File: src/hw/rtl/pn2d_pkg.sv
`timescale 1ns / 1ps
`default_nettype none

package pn2d_pkg;

    localparam int TABLE_SIZE = 256;
    localparam int FRAC_BITS  = 16;
    localparam int IDX_W      = $clog2(TABLE_SIZE);
    localparam int COORD_W    = 24;
    localparam int LOAD_W     = 8;
    localparam int VAL_W      = 8;
    localparam int OUT_W      = 19;

    localparam int FP_ONE  = 2 ** FRAC_BITS;
    localparam int FP_HALF = 2 ** (FRAC_BITS - 1);

    localparam int ONE_W = FRAC_BITS + 1;
    localparam int A_W   = FRAC_BITS + 2;
    localparam int G_W   = FRAC_BITS + 3;
    localparam int D_W   = FRAC_BITS + 4;
    localparam int L_W   = FRAC_BITS + 5;
    localparam int E_W   = FRAC_BITS + 6;

    localparam int STAGES   = 8;
    localparam int STG_IN   = 0;
    localparam int STG_HASH = 1;
    localparam int STG_GRAD = 2;
    localparam int STG_FADE = 3;
    localparam int STG_LERP = 4;
    localparam int STG_DIFF = 5;
    localparam int STG_MIX  = 6;
    localparam int STG_OUT  = 7;

    typedef enum logic {
        CMD_EVAL = 1'b0,
        CMD_LOAD = 1'b1
    } cmd_t;

    typedef logic [STAGES-1:0]    adv_t;
    typedef logic [FRAC_BITS-1:0] frac_t;
    typedef logic [ONE_W-1:0]     fade_t;

    function automatic logic signed [G_W-1:0] grad(
        input logic [2:0]            h,
        input logic signed [A_W-1:0] a,
        input logic signed [A_W-1:0] b
    );
        logic signed [G_W-1:0] u;
        logic signed [G_W-1:0] v;
        logic signed [G_W-1:0] su;
        logic signed [G_W-1:0] sv;
        u  = h[2] ? G_W'(b) : G_W'(a);
        v  = h[2] ? G_W'(a) : G_W'(b);
        su = h[0] ? -u : u;
        sv = h[1] ? -(v <<< 1) : (v <<< 1);
        return su + sv;
    endfunction

endpackage

`default_nettype wire

File: src/hw/rtl/pn2d_fade.sv
`timescale 1ns / 1ps
`default_nettype none

module pn2d_fade (
    input  logic            clk,
    input  pn2d_pkg::adv_t  adv,
    input  pn2d_pkg::frac_t t,
    output pn2d_pkg::fade_t fade
);
    import pn2d_pkg::*;

    localparam int SQP_W = 2 * FRAC_BITS + 1;
    localparam int T3P_W = ONE_W + FRAC_BITS + 1;
    localparam int Q_W   = FRAC_BITS + 6;
    localparam int QU_W  = FRAC_BITS + 5;
    localparam int RP_W  = ONE_W + QU_W + 1;
    localparam int RS_W  = RP_W - FRAC_BITS;

    logic [SQP_W-1:0]      sq_prod;
    fade_t                 sq_next;
    fade_t                 sq_reg;
    frac_t                 t_reg;
    logic [T3P_W-1:0]      t3_prod;
    fade_t                 t3_next;
    fade_t                 t3_reg;
    logic signed [Q_W-1:0] q_sum;
    logic [QU_W-1:0]       q_next;
    logic [QU_W-1:0]       q_reg;
    logic [RP_W-1:0]       r_prod;
    logic [RS_W-1:0]       r_scaled;
    fade_t                 fade_next;
    fade_t                 fade_reg;

    always_comb
    begin
        sq_prod = SQP_W'(t) * SQP_W'(t);
        sq_next = ONE_W'((sq_prod + SQP_W'(FP_HALF)) >> FRAC_BITS);

        t3_prod = T3P_W'(sq_reg) * T3P_W'(t_reg);
        t3_next = ONE_W'((t3_prod + T3P_W'(FP_HALF)) >> FRAC_BITS);
        q_sum   = $signed(Q_W'(sq_reg) * Q_W'(6) - Q_W'(t_reg) * Q_W'(15)
                          + Q_W'(10 * FP_ONE));
        q_next  = q_sum[Q_W-1] ? '0 : q_sum[QU_W-1:0];

        r_prod   = RP_W'(t3_reg) * RP_W'(q_reg);
        r_scaled = RS_W'((r_prod + RP_W'(FP_HALF)) >> FRAC_BITS);
        if (r_scaled > RS_W'(FP_ONE))
        begin
            fade_next = fade_t'(FP_ONE);
        end
        else
        begin
            fade_next = r_scaled[ONE_W-1:0];
        end
    end

    always_ff @(posedge clk)
    begin
        if (adv[STG_HASH])
        begin
            sq_reg <= sq_next;
            t_reg  <= t;
        end
        if (adv[STG_GRAD])
        begin
            t3_reg <= t3_next;
            q_reg  <= q_next;
        end
        if (adv[STG_FADE])
        begin
            fade_reg <= fade_next;
        end
    end

    assign fade = fade_reg;

endmodule

`default_nettype wire

File: config.mk
export PLATFORM = sky130hd
export DESIGN_NAME = pn2d_fade
export DESIGN_NICKNAME = d
export VERILOG_FILES = /design/src/hw/rtl/pn2d_pkg.sv /design/src/hw/rtl/pn2d_fade.sv
export SDC_FILE = /design/constraint.sdc
export NUM_CORES = 2
export LEC_CHECK = 0
export CAP_MARGIN = 20
export CORE_MARGIN = 3
export CORE_UTILIZATION = 25
export DETAILED_ROUTE_END_ITERATION = 10
export DONT_BUFFER_PORTS = 1
export PLACE_DENSITY = 0.34
export SLEW_MARGIN = 10
export SYNTH_ARGS = -nofsm -noshare
export SYNTH_HDL_FRONTEND = slang
export SYNTH_SLANG_ARGS = --single-unit
File: constraint.sdc
create_clock -name clk -period 13.44 [get_ports clk]
set_input_delay 2.016 -clock clk [delete_from_list [all_inputs] [get_ports clk]]
set_output_delay 2.016 -clock clk [all_outputs]
set_load 0.005 [all_outputs]
==> results.md <==
* Outcome: complete, no violations
* Vias in the first global route at 24.7k
* Chip height at 369 µm
* TritonCTS clock tree: yes
* Most common cell type on the critical path: fa_1
* Maximum clock frequency at 121 MHz
* Worst setup EP type: register
* Most common cell in the synthesized netlist: inv_1
* Largest fanout on the critical path at 21
* CP Cell Sequence: nand2_1 -> fa_1 -> fa_1 -> fa_1 -> fa_1 -> inv_1 -> fa_1 -> inv_1 -> fa_1 -> inv_1 -> ha_1 -> a221oi_1 -> a2111oi_0 -> a211o_1 -> a21oi_1 -> o311ai_0 -> mux2i_1 -> a2111oi_2 -> nand3_1 -> buf_4 -> nor4_1
* Total area of sequential cells at 0.00264 mm²
* Filler instances at 14.1k
* Fraction of layout cells with a size suffix above 1 at 0.0228
* Kind of critical path: register to register
* Largest stage delay on the critical path at 1.04 ns
* Post-CTS setup buffer count at 0
* Yosys top cell area share at 0.425
* Syn_nets at 4659
* Synth cell count leaders: inv_1, fa_1, ha_1, nand2_1, and2_1
* Post-Synthesis Cells at 3526
* Clock latency on the worst-skew pair at 0.39 ns
* Total clock sinks at 88
* Die X-Extent at 369 µm
* Classification of the worst-slack hold path: register to register
* Setup tns final at 0 ns
* Number of CTS-inserted buffers at 9
* Critical path data required time at 13.58 ns
* Worst reg2reg path startpoint: t3_reg[3]$_DFFE_PP_
* Clock Tree Root: clkbuf_16
* DR WL/cell at 16.4 µm
* Max FFs per register at 21
* DR pass1 iterations at 5
* Post-route standard cell area excluding fillers at 0.0353 mm²
* Worst-Margin Slew at 1.05 ns
* CTS H-Tree Depth at 3
* Number of max-slew violations in the final report at 0
* Hold wc startpoint: t_reg[0]$_DFFE_PP_
* Synth area leaders: fa_1, ha_1, inv_1
* Count of vias placed by the detailed router at 21.6k
* Combined area of the multi-input logic cells at 0.0266 mm²
* Sequential element share of the synthesized area at 0.0802
* Worst r2r path cells at 21
* Wire length of the first global-routing pass at 141 mm
* Worst path slowest cell: edfxtp_1
* Net total in the final layout at 4586
* Synthesized area at 0.0330 mm²
* Number of endpoints failing setup at the final stage at 0
* Mean cell area of the mapped netlist at 9.35 µm²
* Layout-stage area growth over the synthesis result at 7.07%
* Kind of start point of the critical path: register
* Number of placement rows at 132
* Count of max-cap constraint violations at 0
* Overall routed net length at 85.1 mm
* DRC marker count from the first detailed-route iteration at 668
* Final worst-path cycle share at 0.614
* Standard cell area after detailed placement at 0.0350 mm²
* Unrepaired setup endpoints after global routing: false
* Critical register-to-register path endpoint: fade[0]$_SDFFCE_PN0P_
* Number of flops mapped to enable cells by yosys at 88
* Die Area at 0.136 mm²
* Hold path cells at 5
* Global router's overall resource usage at 0.131
* Half-perimeter wire length after placement at 70.1 mm
* Port Buffer Count at 0
* Dominant register cell in the synthesized netlist: edfxtp_1
* Clock Path Buffers at 2
* Antenna violations before repair at 0
* Hold violation total from the final report at 0
* Cts repair resizes at 0
* Reg-to-reg setup timing slack at 5.19 ns
* Number of diodes added for antenna fixing at 0
* Cell taking the most area after synthesis: fa_1
* Yosys reg bits at 88
* Maximum number of pins on one net before global-route repair at 39
* Headroom to the max-slew limit at 0.301
* Grt ovf at 0
* Post-route core utilization at 0.271
* Final Critical Period at 8.25 ns
* Boundary Pins at 42
* Antenna Nets Post-Route at 0
* Routability Congestion at 0.744
* Hold Path Sink: q_reg[0]$_SDFFCE_PP0P_
* Clock skew at 0.0169 ns
* Initial core utilization at 0.253
* Number of distinct library cell variants in the gate-level netlist after synthesis at 63
* Warning count from the yosys run at 0
* Async set or reset register ratio after synthesis at 0
* Worst-path clk slew at 0.08 ns
* DRC at 0
* Worst path arrival time at 8.39 ns
* Hold buffer count at cts at 0
* Core Area at 0.130 mm²
* DR vias/cell at 4.14
-- cell type report --
type | instances | area share
multi-input combinational | 2439 | 0.752
clock inverter | 7 | 0.00202
clock buffer | 9 | 0.00638
timing repair buffer | 39 | 0.00936
tap | 1742 | 0.0618
sequential | 88 | 0.0749
inverter | 876 | 0.0932
-- per-stage QoR --
| step | setup WS [ns] | hold WS, ns | instances |
|---|---|---|---|
| 2_1_floorplan | 5.40 | 0.904 | 3526 |
| 3_3_place_gp | 4.70 | 1.31 | 5181 |
| 3_5_place_dp | 4.65 | 1.31 | 5182 |
| 4_1_cts | 4.90 | 1.36 | 5198 |
| 5_1_grt | 4.67 | 1.41 | 5200 |
| 6_report | 5.19 | 1.30 | 5200 |
-- critical path: cells and delay by family, from the launching register on --
kind,cells,cell delay (ns)
DFF,1,1.04
buffers and inverters,4,0.34
adders and majority gates,7,3.37
muxes,1,0.19
AOI/OAI and AO/OA,6,2.32
and+or+nand+nor,3,0.72
-- cells in the final DEF, fill, tap and decap left out, types with 3 or more instances in the layout --
master / instances
a2111oi_0: 3
a211o_1: 4
a211oi_1: 12
a21boi_0: 3
a21o_1: 32
a21oi_1: 68
a311oi_1: 3
a31o_2: 4
a31oi_1: 6
a41o_1: 4
and2_1: 369
and3_1: 10
and4_1: 6
buf_4: 36
clkbuf_16: 9
edfxtp_1: 88
fa_1: 700
ha_1: 408
inv_1: 876
mux2_2: 3
mux2i_1: 4
nand2_1: 401
nand2b_1: 12
nand3_1: 19
nand4_1: 18
nor2_1: 92
nor2b_1: 11
nor3_1: 35
nor3b_1: 7
nor4_1: 3
o211ai_1: 8
o21a_1: 11
o21ai_0: 39
o21bai_1: 14
o31ai_1: 5
or2_2: 9
or3_1: 4
xnor2_1: 51
xor2_1: 30
-- cell families after synthesis --
kind of cell | count (synthesis) | synth area share
AO/OA/AOI/OAI | 239 | 0.0492
XOR/XNOR | 81 | 0.0215
adder cells (fa/ha/maj) | 1108 | 0.580
buffers and inverters | 999 | 0.114
flip-flops | 88 | 0.0802
multiplexers | 7 | 0.00224
AND/OR/NAND/NOR | 1004 | 0.153
-- per-layer routing --
metal	GRT usage	share of wire
met3	0.0117	0.015
met1	0.180	0.49
met2	0.228	0.49
met4	0.0162	0.0092
met5	0	0
-- how the worst max path moves through the flow --
stage	start	endpoint	slack, ns	cells after the start
after global placement	t[7]	sq_reg[15]$_DFFE_PP_	4.70	22
after CTS	t3_reg[3]$_DFFE_PP_	fade[0]$_SDFFCE_PN0P_	4.90	21
after detailed placement	t[7]	sq_reg[15]$_DFFE_PP_	4.65	22
after floorplan	t[1]	sq_reg[15]$_DFFE_PP_	5.40	25
final	t3_reg[3]$_DFFE_PP_	fade[0]$_SDFFCE_PN0P_	5.19	21
after global routing	t3_reg[3]$_DFFE_PP_	fade[0]$_SDFFCE_PN0P_	4.67	21
Power is left out: the tool's default activity adds up to more than one toggle a clock period on the data nets, which glitch-free logic cannot reach.
