===== src/hw/rtl/pn2d_pkg.sv =====
`timescale 1ns / 1ps
`default_nettype none

package pn2d_pkg;

    localparam int TABLE_SIZE = 256;
    localparam int FRAC_BITS  = 16;
    localparam int IDX_W      = $clog2(TABLE_SIZE);
    localparam int COORD_W    = 24;
    localparam int LOAD_W     = 8;
    localparam int VAL_W      = 8;
    localparam int OUT_W      = 19;

    localparam int FP_ONE  = 2 ** FRAC_BITS;
    localparam int FP_HALF = 2 ** (FRAC_BITS - 1);

    localparam int ONE_W = FRAC_BITS + 1;
    localparam int A_W   = FRAC_BITS + 2;
    localparam int G_W   = FRAC_BITS + 3;
    localparam int D_W   = FRAC_BITS + 4;
    localparam int L_W   = FRAC_BITS + 5;
    localparam int E_W   = FRAC_BITS + 6;

    localparam int STAGES   = 8;
    localparam int STG_IN   = 0;
    localparam int STG_HASH = 1;
    localparam int STG_GRAD = 2;
    localparam int STG_FADE = 3;
    localparam int STG_LERP = 4;
    localparam int STG_DIFF = 5;
    localparam int STG_MIX  = 6;
    localparam int STG_OUT  = 7;

    typedef enum logic {
        CMD_EVAL = 1'b0,
        CMD_LOAD = 1'b1
    } cmd_t;

    typedef logic [STAGES-1:0]    adv_t;
    typedef logic [FRAC_BITS-1:0] frac_t;
    typedef logic [ONE_W-1:0]     fade_t;

    function automatic logic signed [G_W-1:0] grad(
        input logic [2:0]            h,
        input logic signed [A_W-1:0] a,
        input logic signed [A_W-1:0] b
    );
        logic signed [G_W-1:0] u;
        logic signed [G_W-1:0] v;
        logic signed [G_W-1:0] su;
        logic signed [G_W-1:0] sv;
        u  = h[2] ? G_W'(b) : G_W'(a);
        v  = h[2] ? G_W'(a) : G_W'(b);
        su = h[0] ? -u : u;
        sv = h[1] ? -(v <<< 1) : (v <<< 1);
        return su + sv;
    endfunction

endpackage

`default_nettype wire


===== src/hw/rtl/pn2d_blend.sv =====
`timescale 1ns / 1ps
`default_nettype none

module pn2d_blend (
    input  logic                           clk,
    input  pn2d_pkg::adv_t                 adv,
    input  pn2d_pkg::frac_t                xf,
    input  pn2d_pkg::frac_t                yf,
    input  logic [pn2d_pkg::VAL_W-1:0]     aa,
    input  logic [pn2d_pkg::VAL_W-1:0]     ab,
    input  logic [pn2d_pkg::VAL_W-1:0]     ba,
    input  logic [pn2d_pkg::VAL_W-1:0]     bb,
    input  pn2d_pkg::fade_t                fu,
    input  pn2d_pkg::fade_t                fv,
    output logic signed [pn2d_pkg::OUT_W-1:0] noise_value
);
    import pn2d_pkg::*;

    localparam int P1_W = ONE_W + 1 + D_W;
    localparam int P2_W = ONE_W + 1 + E_W;
    localparam int M_W  = E_W + 2;
    localparam logic signed [M_W-1:0] SAT_HI = M_W'((2 ** (OUT_W - 1)) - 1);
    localparam logic signed [M_W-1:0] SAT_LO = M_W'(-(2 ** (OUT_W - 1)));

    frac_t                   xf_reg;
    frac_t                   yf_reg;
    logic signed [G_W-1:0]   g00_next;
    logic signed [G_W-1:0]   g10_next;
    logic signed [G_W-1:0]   g01_next;
    logic signed [G_W-1:0]   g11_next;
    logic signed [G_W-1:0]   g00_reg;
    logic signed [G_W-1:0]   g10_reg;
    logic signed [G_W-1:0]   g01_reg;
    logic signed [G_W-1:0]   g11_reg;
    logic signed [D_W-1:0]   d1_next;
    logic signed [D_W-1:0]   d2_next;
    logic signed [D_W-1:0]   d1_reg;
    logic signed [D_W-1:0]   d2_reg;
    logic signed [G_W-1:0]   g00_d_reg;
    logic signed [G_W-1:0]   g01_d_reg;
    logic signed [P1_W-1:0]  prod1;
    logic signed [P1_W-1:0]  prod2;
    logic [P1_W:0]           acc1;
    logic [P1_W:0]           acc2;
    logic signed [P1_W:0]    sh1;
    logic signed [P1_W:0]    sh2;
    logic signed [L_W-1:0]   x1_next;
    logic signed [L_W-1:0]   x2_next;
    logic signed [L_W-1:0]   x1_reg;
    logic signed [L_W-1:0]   x2_reg;
    fade_t                   fv_l_reg;
    logic signed [E_W-1:0]   d3_next;
    logic signed [E_W-1:0]   d3_reg;
    logic signed [L_W-1:0]   x1_d_reg;
    fade_t                   fv_d_reg;
    logic signed [P2_W-1:0]  prod3;
    logic [P2_W:0]           acc3;
    logic signed [P2_W:0]    sh3;
    logic signed [E_W-1:0]   n_next;
    logic signed [E_W-1:0]   n_reg;
    logic signed [M_W-1:0]   m;
    logic signed [M_W-1:0]   m_rnd;
    logic signed [M_W-1:0]   m_half;
    logic signed [OUT_W-1:0] out_next;
    logic signed [OUT_W-1:0] out_reg;

    // Offsets toward the far corner are the fraction minus one, i.e. the fraction
    // with the two sign bits set.
    always_comb
    begin
        g00_next = grad(aa[2:0], {2'b00, xf_reg}, {2'b00, yf_reg});
        g10_next = grad(ba[2:0], {2'b11, xf_reg}, {2'b00, yf_reg});
        g01_next = grad(ab[2:0], {2'b00, xf_reg}, {2'b11, yf_reg});
        g11_next = grad(bb[2:0], {2'b11, xf_reg}, {2'b11, yf_reg});

        d1_next = D_W'(g10_reg) - D_W'(g00_reg);
        d2_next = D_W'(g11_reg) - D_W'(g01_reg);

        // Products are rounded to nearest with ties away from zero.
        prod1   = $signed({1'b0, fu}) * d1_reg;
        prod2   = $signed({1'b0, fu}) * d2_reg;
        acc1    = (P1_W + 1)'(prod1) + (P1_W + 1)'(FP_HALF) - (P1_W + 1)'(prod1[P1_W-1]);
        acc2    = (P1_W + 1)'(prod2) + (P1_W + 1)'(FP_HALF) - (P1_W + 1)'(prod2[P1_W-1]);
        sh1     = $signed(acc1) >>> FRAC_BITS;
        sh2     = $signed(acc2) >>> FRAC_BITS;
        x1_next = L_W'(g00_d_reg) + L_W'(sh1);
        x2_next = L_W'(g01_d_reg) + L_W'(sh2);

        d3_next = E_W'(x2_reg) - E_W'(x1_reg);

        prod3  = $signed({1'b0, fv_d_reg}) * d3_reg;
        acc3   = (P2_W + 1)'(prod3) + (P2_W + 1)'(FP_HALF) - (P2_W + 1)'(prod3[P2_W-1]);
        sh3    = $signed(acc3) >>> FRAC_BITS;
        n_next = E_W'(x1_d_reg) + E_W'(sh3);

        m      = M_W'(n_reg) + M_W'(FP_ONE);
        m_rnd  = m + (m[M_W-1] ? M_W'(0) : M_W'(1));
        m_half = m_rnd >>> 1;
        if (m_half > SAT_HI)
        begin
            out_next = OUT_W'(SAT_HI);
        end
        else if (m_half < SAT_LO)
        begin
            out_next = OUT_W'(SAT_LO);
        end
        else
        begin
            out_next = m_half[OUT_W-1:0];
        end
    end

    always_ff @(posedge clk)
    begin
        if (adv[STG_HASH])
        begin
            xf_reg <= xf;
            yf_reg <= yf;
        end
        if (adv[STG_GRAD])
        begin
            g00_reg <= g00_next;
            g10_reg <= g10_next;
            g01_reg <= g01_next;
            g11_reg <= g11_next;
        end
        if (adv[STG_FADE])
        begin
            d1_reg    <= d1_next;
            d2_reg    <= d2_next;
            g00_d_reg <= g00_reg;
            g01_d_reg <= g01_reg;
        end
        if (adv[STG_LERP])
        begin
            x1_reg   <= x1_next;
            x2_reg   <= x2_next;
            fv_l_reg <= fv;
        end
        if (adv[STG_DIFF])
        begin
            d3_reg   <= d3_next;
            x1_d_reg <= x1_reg;
            fv_d_reg <= fv_l_reg;
        end
        if (adv[STG_MIX])
        begin
            n_reg <= n_next;
        end
        if (adv[STG_OUT])
        begin
            out_reg <= out_next;
        end
    end

    assign noise_value = out_reg;

endmodule

`default_nettype wire


===== config.mk =====
export PLATFORM = sky130hd
export DESIGN_NAME = pn2d_blend
export DESIGN_NICKNAME = d
export VERILOG_FILES = /design/src/hw/rtl/pn2d_pkg.sv /design/src/hw/rtl/pn2d_blend.sv
export SDC_FILE = /design/constraint.sdc
export NUM_CORES = 2
export LEC_CHECK = 0
export ABC_AREA = 1
export BUFFER_PORTS_ARGS = -buffer_cell sky130_fd_sc_hd__buf_2
export CORE_UTILIZATION = 65
export DETAILED_ROUTE_END_ITERATION = 8
export GPL_TIMING_DRIVEN = 0
export PLACE_DENSITY = 0.82
export SETUP_SLACK_MARGIN = 0.2
export SLEW_MARGIN = 30
export SYNTH_ARGS = -nofsm -noshare
export SYNTH_HDL_FRONTEND = slang
export SYNTH_SLANG_ARGS = --single-unit

===== constraint.sdc =====
create_clock -name clk -period 13.7 [get_ports clk]
set_clock_uncertainty 0.15 [all_clocks]
set_input_delay 2.74 -clock clk [delete_from_list [all_inputs] [get_ports clk]]
set_output_delay 2.74 -clock clk [all_outputs]
set_load 0.05 [all_outputs]

==> results.ini <==
[route]
routed_via_density = 5.60
ant_nets = 0
dr.pass1.iters = 7
first_iter_violations = 4579
wl_per_cell_microns = 20.0
wl_microns = 209000
drc = 0
vias = 58700

[sta]
finalSetupViolCount = 0
setup_tns_ns = 0
rsz0062_at_grt = false
post-route-min-period_ns = 12.79
holdWs_ns = 0.268
hold_violations = 0
slew_headroom = 0.224
tightest_slew_ns = 1.16
fmax_mhz = 78.2
finalCritPeriodShare = 0.934
final_max_slew_viol_count = 0

[cells_and_area]
post-route-util = 0.695
final_cells = 10500
layout.nets = 10800
drive_gt1_frac = 0.0298
regArea_sq_um = 10400
layout_commonest_cell = inv_1
n_fill_cell = 8839
multiInputGateArea_sq_um = 49800
area_delta_synth_final_pct = 5.35
final_cell_mix = inv_1, nand2_1, fa_1

[clock_tree]
cts_resized = 0
root_buffer = clkbuf_16
cts_hold_buf = 0
htreeDepth = 2
clk_path_buf_depth = 3
cts_tree = built
clock_latency_ns = 0.64
clock-sinks = 346
clkTransAtPathRegs_ns = 0.08
cts_buffers = 42

[critical_path]
max_stage_delay_ns = 0.99
end_kind = register
worst_ep_arrival_time_ns = 12.97
path_common_cell = nand2_1
critPathSlowestCell = fa_1
reg2reg_depth = 42
crit_fanout = 10
cp_data_required_time_ns = 13.88
startpoint_type = input port
r2r-start = d3_reg[14]$_DFFE_PP_
criticalPathCategory = in -> reg
worstSetupStartpoint = fu[3]

[synth]
synthTopCellsByArea = fa_1, edfxtp_1, inv_1
synth.top_cell.area_share = 0.304
yosysUniqueCellTypes = 65
syn_inst = 8924
syn-mean-instance-area_sq_um = 7.83
yosys.area.top_type = fa_1
synth_seq_cells = 346
synth_enable_flop_cells = 346
ys_warn_count = 0
synthArstFlopShare = 0
syn-cell-area_sq_um = 69900
yosysSeqAreaShare = 0.149
synth_nets = 10700
ys.flop_type = edfxtp_1

[place]
place.gp.congestion = 1.06
post-dp-hpwl_microns = 178000
place.port_buffers = 86
dp_cells = 10400

[job]
cap_violations = 0

[grt]
grt_pass1_wl_microns = 326000
grt_pass1_vias = 60400
grt_overflow = 0
grt_use_total = 0.395
antenna_found_initial = 8
busiest_layer = met2
grt_max_degree = 61
grt_use_met2 = 0.652
met3_usage = 0.0807
grtUsageMet1 = 0.457

[die]
core_sq_um = 106000
die_height_microns = 330
die-area_sq_um = 109000
start_util = 0.659
ios = 126
fp.dieW_microns = 330
rows = 119

[min_path]
min_path_cells = 0
min_from = fv_l_reg[5]$_DFFE_PP_
hp-class = reg -> reg

[run_status]
status = complete, no violations

-- synth_stat cells, types with 13 or more instances --
master       n
a21boi_1    14
xor2_1     283
ha_1       589
nor4_1      21
xnor2_1    149
a21o_1      21
nor2_1     376
o21ai_2     19
o21a_1      17
nand2_1   2160
a31oi_1     19
nand4_1     34
buf_2       20
o31ai_1     16
a21oi_1    461
o21bai_1    26
edfxtp_1   346
nor3_1      69
o21ai_0    332
fa_1      1063
clkbuf_1   227
nand3b_1    16
inv_1     2302
a21boi_0    13
nand3_1    169
o21ai_1     34
-- metrics by stage --
step / setup WS [ns] / area [sq um]
6_report: 0.909 / 73600
5_1_grt: 0.417 / 73600
4_1_cts: 0.705 / 73600
3_5_place_dp: 0.0764 / 72200
3_3_place_gp: -0.385 / 72100
2_1_floorplan: 2.56 / 69900
-- final timing paths --
path	end	slack, ns
hold reg to reg	fv_d_reg[5]$_DFFE_PP_	0.27
setup reg to reg	n_reg[21]$_DFFE_PP_	1.90
setup / recovery	x2_reg[20]$_DFFE_PP_	0.91
hold / removal	fv_d_reg[5]$_DFFE_PP_	0.27
-- area by class of cell --
class                   instances  share of cell area
well taps                    1391              0.0236
diodes                          6            0.000204
multi-input cells            6006               0.676
clock inverters                26             0.00467
clock buffers                  49              0.0149
flip-flops and latches        346               0.141
repair buffers                 89             0.00710
plain buffers                 268              0.0149
inverters                    2303               0.117
-- critical path: cells and delay by family --
kind            cells  cell delay [ns]
compound gates      7             2.24
fa+ha+maj           9             4.77
xor+xnor            1             0.35
simple gates       13             1.65
buf+inv             7             1.17
-- cell families after synthesis --
family          count (synthesis)  synth area share
flops                         346             0.149
compound gates               1022            0.0810
buf+inv                      2572             0.139
fa+ha+maj                    1652             0.410
xor+xnor                      435            0.0549
simple gates                 2897             0.166
-- routing by layer --
metal | vias to the layer above | wire (microns)
li1 | 27100 | -
met1 | 28000 | 74800
met2 | 2746 | 97700
met5 | - | 66
met3 | 830 | 18700
met4 | 10 | 18200
-- repair_timing --
| item | CTS | global route |
|---|---|---|
| hold endpoints to repair | 0 | 0 |
| setup endpoints to repair | 0 | 2 |
| setup buffers | 0 | 0 |
Power is left out: the tool's default activity adds up to more than one toggle a clock period on the data nets, which glitch-free logic cannot reach.
